[config.mk]
export PLATFORM = sky130hd
export DESIGN_NAME = spindle_direction_controller_unit
export DESIGN_NICKNAME = d
export VERILOG_FILES = /design/src/rtl/sdc_pkg.sv /design/src/rtl/sdc_csr.sv /design/src/rtl/sdc_ctrl.sv /design/src/rtl/sdc_blink.sv /design/src/rtl/spindle_direction_controller_unit.sv
export SDC_FILE = /design/constraint.sdc
export NUM_CORES = 1
export LEC_CHECK = 0
export ABC_AREA = 1
export BUFFER_PORTS_ARGS = -buffer_cell sky130_fd_sc_hd__buf_2
export CORE_AREA = 2 2 187 189
export DETAILED_ROUTE_END_ITERATION = 16
export DIE_AREA = 0 0 189 191
export SLEW_MARGIN = 10
export SYNTH_ARGS = -nofsm -noshare
export SYNTH_HDL_FRONTEND = slang
export SYNTH_SLANG_ARGS = --single-unit
[constraint.sdc]
create_clock -name clock -period 9.6 [get_ports clock]
set_clock_uncertainty 0.1 [all_clocks]
set_input_delay 1.92 -clock clock [delete_from_list [all_inputs] [get_ports clock]]
set_output_delay 1.92 -clock clock [all_outputs]
set_load 0.01 [all_outputs]
[src/rtl/sdc_pkg.sv]
`timescale 1ns / 1ps
package sdc_pkg;

   localparam int CSR_ADDR_W = 4;
   localparam int CSR_DATA_W = 32;

   localparam logic [15:0] START_PULSE_RESET    = 16'd500;
   localparam logic [15:0] COAST_RESET          = 16'd1000;
   localparam logic [15:0] ERROR_RECOVER_RESET  = 16'd5000;
   localparam logic [9:0]  BLINK_UNIT_RESET     = 10'd100;
   localparam logic [15:0] COLD_START_MS        = 16'd2000;

   typedef enum logic [1:0] {
      CSR_START_PULSE   = 2'd0,
      CSR_COAST         = 2'd1,
      CSR_ERROR_RECOVER = 2'd2,
      CSR_BLINK_UNIT    = 2'd3
   } csr_index_type;

   typedef enum logic [9:0] {
      MODE_ERROR     = 10'b00_0000_0001,
      MODE_COLD      = 10'b00_0000_0010,
      MODE_ESTOP     = 10'b00_0000_0100,
      MODE_READY     = 10'b00_0000_1000,
      MODE_FWD_START = 10'b00_0001_0000,
      MODE_FWD_RUN   = 10'b00_0010_0000,
      MODE_FWD_COAST = 10'b00_0100_0000,
      MODE_REV_START = 10'b00_1000_0000,
      MODE_REV_RUN   = 10'b01_0000_0000,
      MODE_REV_COAST = 10'b10_0000_0000
   } mode_type;

   typedef struct packed {
      logic tick;
      logic light_req;
      logic fwd_req;
      logic rev_req;
      logic estop_clear;
   } req_type;

   typedef struct packed {
      logic       light_drive;
      logic       inhibit_drive;
      logic       start_drive;
      logic       direction_drive;
      logic       status_led;
      logic [3:0] mode_code;
   } rsp_type;

   typedef struct packed {
      logic [15:0] start_pulse_ms;
      logic [15:0] coast_ms;
      logic [15:0] error_recover_ms;
      logic [9:0]  blink_unit_ms;
   } cfg_type;

   typedef struct packed {
      mode_type mode_cur;
      mode_type mode_nxt;
      logic     light_drive;
      logic     inhibit_drive;
      logic     start_drive;
      logic     direction_drive;
   } ctrl_status_type;

   function automatic logic [3:0] mode_to_code(input mode_type m);
      logic [3:0] code;
      case (m)
         MODE_ERROR:     code = 4'd0;
         MODE_COLD:      code = 4'd1;
         MODE_ESTOP:     code = 4'd2;
         MODE_READY:     code = 4'd3;
         MODE_FWD_START: code = 4'd4;
         MODE_FWD_RUN:   code = 4'd5;
         MODE_FWD_COAST: code = 4'd6;
         MODE_REV_START: code = 4'd7;
         MODE_REV_RUN:   code = 4'd8;
         MODE_REV_COAST: code = 4'd9;
         default:        code = 4'd0;
      endcase
      return code;
   endfunction

   // upper nibble: symbol count, lower nibble: dash mask, first symbol in bit 0
   function automatic logic [7:0] morse_entry(input mode_type m);
      logic [7:0] e;
      case (m)
         MODE_ERROR:     e = 8'h49;
         MODE_COLD:      e = 8'h30;
         MODE_ESTOP:     e = 8'h11;
         MODE_READY:     e = 8'h32;
         MODE_FWD_START: e = 8'h22;
         MODE_FWD_RUN:   e = 8'h41;
         MODE_FWD_COAST: e = 8'h43;
         MODE_REV_START: e = 8'h20;
         MODE_REV_RUN:   e = 8'h4e;
         MODE_REV_COAST: e = 8'h35;
         default:        e = 8'h00;
      endcase
      return e;
   endfunction

endpackage

[src/rtl/sdc_csr.sv]
`timescale 1ns / 1ps
module sdc_csr
   import sdc_pkg::*;
(
   input  logic                  clock,
   input  logic                  reset,
   input  logic                  psel,
   input  logic                  penable,
   input  logic                  pwrite,
   input  logic [CSR_ADDR_W-1:0] paddr,
   input  logic [CSR_DATA_W-1:0] pwdata,
   output logic [CSR_DATA_W-1:0] prdata,
   output logic                  pready,
   output cfg_type               cfg
);

   cfg_type       cfg_ff;
   cfg_type       cfg_in;
   csr_index_type index;
   logic          wr_en;

   assign index  = csr_index_type'(paddr[3:2]);
   assign wr_en  = psel && penable && pwrite;
   assign pready = 1'b1;
   assign cfg    = cfg_ff;

   always_comb begin
      cfg_in = cfg_ff;
      if (wr_en) begin
         case (index)
            CSR_START_PULSE:   cfg_in.start_pulse_ms   = pwdata[15:0];
            CSR_COAST:         cfg_in.coast_ms         = pwdata[15:0];
            CSR_ERROR_RECOVER: cfg_in.error_recover_ms = pwdata[15:0];
            CSR_BLINK_UNIT:    cfg_in.blink_unit_ms    = pwdata[9:0];
            default:           cfg_in = cfg_ff;
         endcase
      end
   end

   always_comb begin
      case (index)
         CSR_START_PULSE:   prdata = {16'd0, cfg_ff.start_pulse_ms};
         CSR_COAST:         prdata = {16'd0, cfg_ff.coast_ms};
         CSR_ERROR_RECOVER: prdata = {16'd0, cfg_ff.error_recover_ms};
         CSR_BLINK_UNIT:    prdata = {22'd0, cfg_ff.blink_unit_ms};
         default:           prdata = '0;
      endcase
   end

   always_ff @(posedge clock) begin
      if (reset) begin
         cfg_ff.start_pulse_ms   <= START_PULSE_RESET;
         cfg_ff.coast_ms         <= COAST_RESET;
         cfg_ff.error_recover_ms <= ERROR_RECOVER_RESET;
         cfg_ff.blink_unit_ms    <= BLINK_UNIT_RESET;
      end else begin
         cfg_ff <= cfg_in;
      end
   end

endmodule

[src/rtl/sdc_ctrl.sv]
`timescale 1ns / 1ps
module sdc_ctrl
   import sdc_pkg::*;
(
   input  logic            clock,
   input  logic            reset,
   input  logic            step,
   input  req_type         item,
   input  cfg_type         cfg,
   output ctrl_status_type status
);

   mode_type    mode_ff, mode_in;
   logic [15:0] countdown_ff, countdown_in;
   logic        expired_ff, expired_in;
   logic        dir_ff, dir_in;
   logic [15:0] cd_dec;
   logic        exp_dec;
   logic        done;
   logic        both;
   logic        arm;
   logic [15:0] arm_val;
   logic        ok, fwd, rev;

   assign ok   = item.estop_clear;
   assign fwd  = item.fwd_req;
   assign rev  = item.rev_req;
   assign both = fwd && rev;

   always_comb begin
      cd_dec  = countdown_ff;
      exp_dec = expired_ff;
      if (item.tick && (countdown_ff != 16'd0)) begin
         cd_dec = countdown_ff - 16'd1;
         if (countdown_ff == 16'd1) begin
            exp_dec = 1'b1;
         end
      end
   end

   assign done = exp_dec;

   always_comb begin
      mode_in = mode_ff;
      arm     = 1'b0;
      arm_val = 16'd0;
      case (mode_ff)
         MODE_ERROR: begin
            if (both) begin
               mode_in = MODE_ERROR; arm = 1'b1; arm_val = cfg.error_recover_ms;
            end else if (done) begin
               mode_in = MODE_ESTOP; arm = 1'b1;
            end
         end
         MODE_COLD: begin
            if (done) begin
               mode_in = MODE_ESTOP; arm = 1'b1;
            end
         end
         MODE_ESTOP: begin
            if (both) begin
               mode_in = MODE_ERROR; arm = 1'b1; arm_val = cfg.error_recover_ms;
            end else if (ok) begin
               mode_in = MODE_READY; arm = 1'b1;
            end
         end
         MODE_READY: begin
            if (both) begin
               mode_in = MODE_ERROR; arm = 1'b1; arm_val = cfg.error_recover_ms;
            end else if (!ok) begin
               mode_in = MODE_ESTOP; arm = 1'b1;
            end else if (fwd) begin
               mode_in = MODE_FWD_START; arm = 1'b1; arm_val = cfg.start_pulse_ms;
            end else if (rev) begin
               mode_in = MODE_REV_START; arm = 1'b1; arm_val = cfg.start_pulse_ms;
            end
         end
         MODE_FWD_START, MODE_FWD_RUN: begin
            if (rev) begin
               mode_in = MODE_ERROR; arm = 1'b1; arm_val = cfg.error_recover_ms;
            end else if (!ok || !fwd) begin
               mode_in = MODE_FWD_COAST; arm = 1'b1; arm_val = cfg.coast_ms;
            end else if ((mode_ff == MODE_FWD_START) && done) begin
               mode_in = MODE_FWD_RUN; arm = 1'b1;
            end
         end
         MODE_REV_START, MODE_REV_RUN: begin
            if (fwd) begin
               mode_in = MODE_ERROR; arm = 1'b1; arm_val = cfg.error_recover_ms;
            end else if (!ok || !rev) begin
               mode_in = MODE_REV_COAST; arm = 1'b1; arm_val = cfg.coast_ms;
            end else if ((mode_ff == MODE_REV_START) && done) begin
               mode_in = MODE_REV_RUN; arm = 1'b1;
            end
         end
         MODE_FWD_COAST: begin
            if (rev) begin
               mode_in = MODE_ERROR; arm = 1'b1; arm_val = cfg.error_recover_ms;
            end else if (ok && fwd) begin
               mode_in = MODE_FWD_START; arm = 1'b1; arm_val = cfg.start_pulse_ms;
            end else if (done) begin
               mode_in = ok ? MODE_READY : MODE_ESTOP; arm = 1'b1;
            end
         end
         MODE_REV_COAST: begin
            if (fwd) begin
               mode_in = MODE_ERROR; arm = 1'b1; arm_val = cfg.error_recover_ms;
            end else if (ok && rev) begin
               mode_in = MODE_REV_START; arm = 1'b1; arm_val = cfg.start_pulse_ms;
            end else if (done) begin
               mode_in = ok ? MODE_READY : MODE_ESTOP; arm = 1'b1;
            end
         end
         default: begin
            mode_in = MODE_ERROR; arm = 1'b1; arm_val = cfg.error_recover_ms;
         end
      endcase
   end

   assign countdown_in = arm ? arm_val : cd_dec;
   assign expired_in   = arm ? 1'b0 : exp_dec;

   always_comb begin
      dir_in = dir_ff;
      if (mode_in != MODE_ERROR) begin
         dir_in = (mode_in == MODE_REV_START) || (mode_in == MODE_REV_RUN) ||
                  (mode_in == MODE_REV_COAST);
      end
   end

   always_ff @(posedge clock) begin
      if (reset) begin
         mode_ff      <= MODE_COLD;
         countdown_ff <= COLD_START_MS;
         expired_ff   <= 1'b0;
         dir_ff       <= 1'b0;
      end else if (step) begin
         mode_ff      <= mode_in;
         countdown_ff <= countdown_in;
         expired_ff   <= expired_in;
         dir_ff       <= dir_in;
      end
   end

   always_comb begin
      status.mode_cur        = mode_ff;
      status.mode_nxt        = mode_in;
      status.light_drive     = item.light_req && (mode_in != MODE_ERROR) &&
                               (mode_in != MODE_COLD);
      status.inhibit_drive   = (mode_in == MODE_FWD_START) || (mode_in == MODE_FWD_RUN) ||
                               (mode_in == MODE_REV_START) || (mode_in == MODE_REV_RUN);
      status.start_drive     = (mode_in == MODE_FWD_START) || (mode_in == MODE_REV_START);
      status.direction_drive = dir_in;
   end

   a_start_loads_pulse: assert property (@(posedge clock) disable iff (reset)
      step && (mode_ff == MODE_READY) && (mode_in == MODE_FWD_START)
      |=> countdown_ff == $past(cfg.start_pulse_ms) && !expired_ff)
      else $error("start pulse countdown not loaded");

   a_error_loads_recover: assert property (@(posedge clock) disable iff (reset)
      step && (mode_ff != MODE_ERROR) && (mode_in == MODE_ERROR)
      |=> countdown_ff == $past(cfg.error_recover_ms))
      else $error("error recovery countdown not loaded");

   a_run_idle_countdown: assert property (@(posedge clock) disable iff (reset)
      (mode_ff == MODE_FWD_RUN) || (mode_ff == MODE_REV_RUN) |-> countdown_ff == 16'd0)
      else $error("countdown running in a run state");

endmodule

[src/rtl/sdc_blink.sv]
`timescale 1ns / 1ps
module sdc_blink
   import sdc_pkg::*;
(
   input  logic            clock,
   input  logic            reset,
   input  logic            step,
   input  logic            tick,
   input  logic [9:0]      blink_unit_ms,
   input  ctrl_status_type status,
   output logic            status_led
);

   logic [3:0]  phase_ff, phase_in;
   logic [12:0] remaining_ff, remaining_in;
   logic        armed_ff;
   logic [7:0]  entry;
   logic [4:0]  pattern_len;
   logic [12:0] unit1, unit3, unit7;
   logic [12:0] rem_dec;
   logic [3:0]  phase_adv;
   logic [3:0]  phase_m1;
   logic [1:0]  sym_idx;
   logic [12:0] adv_time;

   assign entry       = morse_entry(status.mode_nxt);
   assign pattern_len = {entry[7:4], 1'b1};
   assign unit1       = {3'd0, blink_unit_ms};
   assign unit3       = (unit1 << 1) + unit1;
   assign unit7       = (unit1 << 3) - unit1;

   assign rem_dec   = (tick && (remaining_ff != 13'd0)) ? remaining_ff - 13'd1 : remaining_ff;
   assign phase_adv = (({1'b0, phase_ff} + 5'd1) == pattern_len) ? 4'd0 : phase_ff + 4'd1;
   assign phase_m1  = phase_adv - 4'd1;
   assign sym_idx   = phase_m1[2:1];

   always_comb begin
      if (phase_adv == 4'd0) begin
         adv_time = unit7;
      end else if (phase_adv[0]) begin
         adv_time = entry[sym_idx] ? unit3 : unit1;
      end else begin
         adv_time = unit1;
      end
   end

   always_comb begin
      phase_in     = phase_ff;
      remaining_in = rem_dec;
      if (!armed_ff || (status.mode_cur != status.mode_nxt)) begin
         phase_in     = 4'd0;
         remaining_in = unit7;
      end else if (rem_dec == 13'd0) begin
         phase_in     = phase_adv;
         remaining_in = adv_time;
      end
   end

   assign status_led = phase_in[0];

   always_ff @(posedge clock) begin
      if (reset) begin
         phase_ff     <= 4'd0;
         remaining_ff <= 13'd0;
         armed_ff     <= 1'b0;
      end else if (step) begin
         phase_ff     <= phase_in;
         remaining_ff <= remaining_in;
         armed_ff     <= 1'b1;
      end
   end

   a_phase_in_pattern: assert property (@(posedge clock) disable iff (reset)
      phase_ff <= 4'd8)
      else $error("blink phase beyond longest pattern");

   a_mode_change_restarts: assert property (@(posedge clock) disable iff (reset)
      step && (status.mode_cur != status.mode_nxt) |=> phase_ff == 4'd0)
      else $error("blink pattern not restarted on mode change");

   a_unarmed_idle: assert property (@(posedge clock) disable iff (reset)
      !armed_ff |-> (phase_ff == 4'd0) && (remaining_ff == 13'd0))
      else $error("blink state moved before the first beat");

endmodule

[src/rtl/spindle_direction_controller_unit.sv]
`timescale 1ns / 1ps
// Spindle direction controller with Morse status LED.
// req channel: one beat per switch sample (tick, light, forward, reverse,
// e-stop ok). rsp channel: one beat per sample with light, inhibit, start,
// direction, status LED and the current mode code.
// Timing registers are written over the APB port (start pulse, coast,
// error recovery, blink unit); write only while no beat is in flight.
// A beat accepted is held in the input register, then passed into the result
// register and presented on rsp from then on. Throughput: one beat per cycle
// while rsp is not stalled, set by the single pass from the input register
// through the mode and blink logic into the result register.
// Stall: a stalled rsp beat holds; one further req beat is taken into the
// input register, then req_stall rises until the result is taken.
// Reset: mode goes to cold start with a 2000 ms countdown, the blink
// pattern is rebuilt on the first beat, timing registers take their
// defaults and both channels come up empty.
module spindle_direction_controller_unit
   import sdc_pkg::*;
(
   input  logic                  clock,
   input  logic                  reset,
   input  logic                  req_valid,
   output logic                  req_stall,
   input  req_type               req_data,
   output logic                  rsp_valid,
   input  logic                  rsp_stall,
   output rsp_type               rsp_data,
   input  logic                  psel,
   input  logic                  penable,
   input  logic                  pwrite,
   input  logic [CSR_ADDR_W-1:0] paddr,
   input  logic [CSR_DATA_W-1:0] pwdata,
   output logic [CSR_DATA_W-1:0] prdata,
   output logic                  pready
);

   cfg_type         cfg;
   ctrl_status_type status;
   logic            in_valid_ff, in_valid_in;
   req_type         in_data_ff;
   logic            rsp_valid_ff, rsp_valid_in;
   rsp_type         rsp_data_ff, result;
   logic            advance;
   logic            step;
   logic            accept;
   logic            status_led;

   assign advance   = !rsp_valid_ff || !rsp_stall;
   assign step      = in_valid_ff && advance;
   assign req_stall = in_valid_ff && !advance;
   assign accept    = req_valid && !req_stall;

   assign in_valid_in  = accept || (in_valid_ff && !step);
   assign rsp_valid_in = step || (rsp_valid_ff && rsp_stall);

   sdc_csr u_csr (
      .clock   (clock),
      .reset   (reset),
      .psel    (psel),
      .penable (penable),
      .pwrite  (pwrite),
      .paddr   (paddr),
      .pwdata  (pwdata),
      .prdata  (prdata),
      .pready  (pready),
      .cfg     (cfg)
   );

   sdc_ctrl u_ctrl (
      .clock  (clock),
      .reset  (reset),
      .step   (step),
      .item   (in_data_ff),
      .cfg    (cfg),
      .status (status)
   );

   sdc_blink u_blink (
      .clock         (clock),
      .reset         (reset),
      .step          (step),
      .tick          (in_data_ff.tick),
      .blink_unit_ms (cfg.blink_unit_ms),
      .status        (status),
      .status_led    (status_led)
   );

   always_comb begin
      result.light_drive     = status.light_drive;
      result.inhibit_drive   = status.inhibit_drive;
      result.start_drive     = status.start_drive;
      result.direction_drive = status.direction_drive;
      result.status_led      = status_led;
      result.mode_code       = mode_to_code(status.mode_nxt);
   end

   always_ff @(posedge clock) begin
      if (reset) begin
         in_valid_ff  <= 1'b0;
         rsp_valid_ff <= 1'b0;
      end else begin
         in_valid_ff  <= in_valid_in;
         rsp_valid_ff <= rsp_valid_in;
      end
   end

   always_ff @(posedge clock) begin
      if (accept) begin
         in_data_ff <= req_data;
      end
      if (step) begin
         rsp_data_ff <= result;
      end
   end

   assign rsp_valid = rsp_valid_ff;
   assign rsp_data  = rsp_data_ff;

   a_stall_only_when_full: assert property (@(posedge clock) disable iff (reset)
      req_stall |-> in_valid_ff && rsp_valid_ff && rsp_stall)
      else $error("req stalled while a stage is free");

   a_step_fills_output: assert property (@(posedge clock) disable iff (reset)
      step |=> rsp_valid_ff)
      else $error("processed beat lost");

   a_no_result_from_nothing: assert property (@(posedge clock) disable iff (reset)
      !rsp_valid_ff && !in_valid_ff |=> !rsp_valid_ff)
      else $error("result beat without an input beat");

endmodule

==> flow_summary.toml <==
[synthesis]
synth_seq_cells = 120
seq_area_frac_synth = 0.271
synth-edff-count = 14
ys_warn_count = 0
syn_avg_cell_area_um2 = 6.73
yosys_most_used_dff = "dfxtp_1"
netlist_instances = 1393
netlist_area_mm2 = 0.00938
async_reset_ff_frac = 0
yosysUniqueCellTypes = 68

[placed_design]
gp_congestion = 0.909
postPlaceCellArea_mm2 = 0.00999
pre_cts_ws_ps = 4000
port_buffers = 56
place_hpwl_um = 22000

[worst_setup_path]
crit_type = "in -> out"
cp_slowest_cell = "clkinv_1"
cp_slowest_stage_delay_ps = 450
startpoint_type = "primary input"
crit_chain = "buf_2 > inv_1 > nand2_1 > clkinv_1 > nand2_1 > o21ai_0 > a21oi_1 > o21ai_0 > buf_2"
path_max_fanout = 9
required_ps = 7580
crit_family = "buffers and inverters"
path_buf_inv = 4
cp.arrival_ps = 3670
crit_path_end_kind = "output pin"

[final_layout]
utilization = 0.311
num-fill-cells = 3706
regArea_mm2 = 0.00254
area_growth_pct = 13.3
final_nets = 1495
layout-drive-gt1-share = 0.138
diodes = 0
postLayoutCellArea_mm2 = 0.0106
multi_input_comb_area_mm2 = 0.00580

[clock_tree]
insertion_delay_ps = 440
clk_path_buf_depth = 2
cts_tree = "done"
numCtsBuffers = 17
htreeDepth = 4
numClockSinks = 120
root_buffer = "clkbuf_16"
cts_resized = 0
postCtsSetupRepairBufs = 0
path_clk_slew_ps = 50
cts_hold_buf = 0

[power]
power.leakage_nw = 4.58
ir_worst_vdd_uv = 127
total_power_mw = 1.64
power_density_mw_per_mm2 = 154

[detailed_routing]
drcViolationCount = 0
firstDrtPassIters = 7
ant_nets = 0
wirelength_um = 30900
via_per_inst = 5.17
drt_iter0_drc = 900
wl_per_cell_um = 16.4
vias = 9752

[sta]
slew_viol_final = 0
rsz0062_at_grt = "false"
min_period_ps = 5690
timing.fmax_mhz = 176
setup_violations = 0
fin_tns_setup_ps = 0
tightest_slew_ps = 1100
setup_ws_ps = 3910
max_slew_margin = 0.262
post-route-period-util = 0.593
hold_viol_final = 0

[grt]
grt_pass1_vias = 9140
grt_use_total = 0.173
grt_overflow = 0
grt_pass1_wl_um = 49400
antenna_found_initial = 0
grt_max_degree = 77

[run_status]
status = "completed"

[run]
max_cap_viol_count = 0

[floorplanning]
start_util = 0.275
die_area_mm2 = 0.0361
io_pins = 92
coreArea_mm2 = 0.0341
core.rowCount = 68
die_x_um = 189
die_h_um = 191

[worst_hold_path]
hold_class = "reg -> reg"
-- worst min-delay path, cell delays in order, from the launching register on --
cell	delay, ps
dfxtp_1	300
inv_1	70
a21oi_1	60
-- final cells by class --
cell class              count  share of cell area
clock inverters             8             0.00966
well taps                 455              0.0536
inverters                 187              0.0667
repair buffers             67              0.0342
multi-input cells        1026               0.546
clock buffers              24              0.0503
flip-flops and latches    120               0.239
-- stage by stage --
stage / hold WS, ps / cells
floorplan: 349 / 1408
global placement: 356 / 1855
detailed placement: 372 / 1855
CTS: 382 / 1887
global route: 406 / 1887
finish: 384 / 1887
-- report_power, final --
group	internal, mW	total, mW	switching (mW)	leakage, nW
registers	0.532	0.558	0.0252	1.00
clock network	0.442	0.691	0.249	0.318
logic	0.121	0.387	0.266	3.27
-- sequential cells by signal (all words and copies together), names as in the netlist, 4 cells and up --
signal,flops
u_csr.cfg,58
u_ctrl.countdown_ff,16
u_blink.remaining_ff,13
u_ctrl.mode_ff,10
rsp_data,9
in_data_ff,5
u_blink.phase_ff,4
-- synth_stat cells (17+ instances only) --
cell / instances / area [um2]
o22ai_1: 27 / 169
ha_1: 27 / 338
buf_4: 18 / 135
o211ai_1: 26 / 195
nand2_1: 236 / 886
nand2_2: 17 / 106
a21oi_1: 135 / 676
clkbuf_1: 45 / 169
inv_1: 166 / 623
nand3_1: 63 / 315
nor2_1: 100 / 375
xor2_1: 28 / 245
o21ai_0: 150 / 751
nand4_1: 24 / 150
dfxtp_1: 106 / 2120
-- final timing paths --
| kind | start | to | slack [ps] | cells after the start |
|---|---|---|---|---|
| max | paddr[2] | prdata[3] | 3910 | 9 |
| max reg2reg | in_data_ff[1] | u_blink.remaining_ff[9] | 4840 | 25 |
| min | in_valid_ff | rsp_valid | 380 | 2 |
| min reg2reg | in_valid_ff | rsp_valid | 380 | 2 |
-- layout by cell type (no fill, tap or decap), types with 4 or more instances in the layout --
cell type / count
clkbuf_8: 4
o21ai_1: 9
nor4_1: 4
o22ai_1: 27
o21ai_0: 150
nand2_2: 17
nand3_2: 10
a31oi_1: 5
inv_2: 15
buf_2: 56
nand2_1: 236
dfxtp_1: 106
clkbuf_16: 19
edfxtp_1: 14
o2111ai_1: 6
o221ai_1: 7
ha_1: 27
nand4_1: 24
nand3b_1: 6
clkinv_1: 5
nand3_1: 63
nor2_2: 8
inv_1: 165
o211ai_1: 26
xor2_1: 28
buf_4: 11
conb_1: 17
a2111oi_0: 7
nor2_1: 100
nand2_4: 9
xnor2_1: 13
o32ai_1: 9
a21oi_1: 135
a211oi_1: 7
nor2_4: 14
a22oi_1: 9
nor3_1: 14
a21oi_2: 9
-- layer usage --
| layer | part of all wire | GRT usage |
|---|---|---|
| met2 | 0.43 | 0.265 |
| met1 | 0.48 | 0.240 |
| met3 | 0.076 | 0.0367 |
| met4 | 0.015 | 0.0550 |
| met5 | 0 | 0 |
-- cell families after synthesis --
logic type	Yosys count	synth area share
xor+xnor	41	0.0383
buf+inv	262	0.116
compound gates	425	0.267
other cells	2	0.000801
fa+ha+maj	28	0.0382
simple gates	515	0.269
flops	120	0.271
No activity file was read; power rests on OpenSTA's default activity.
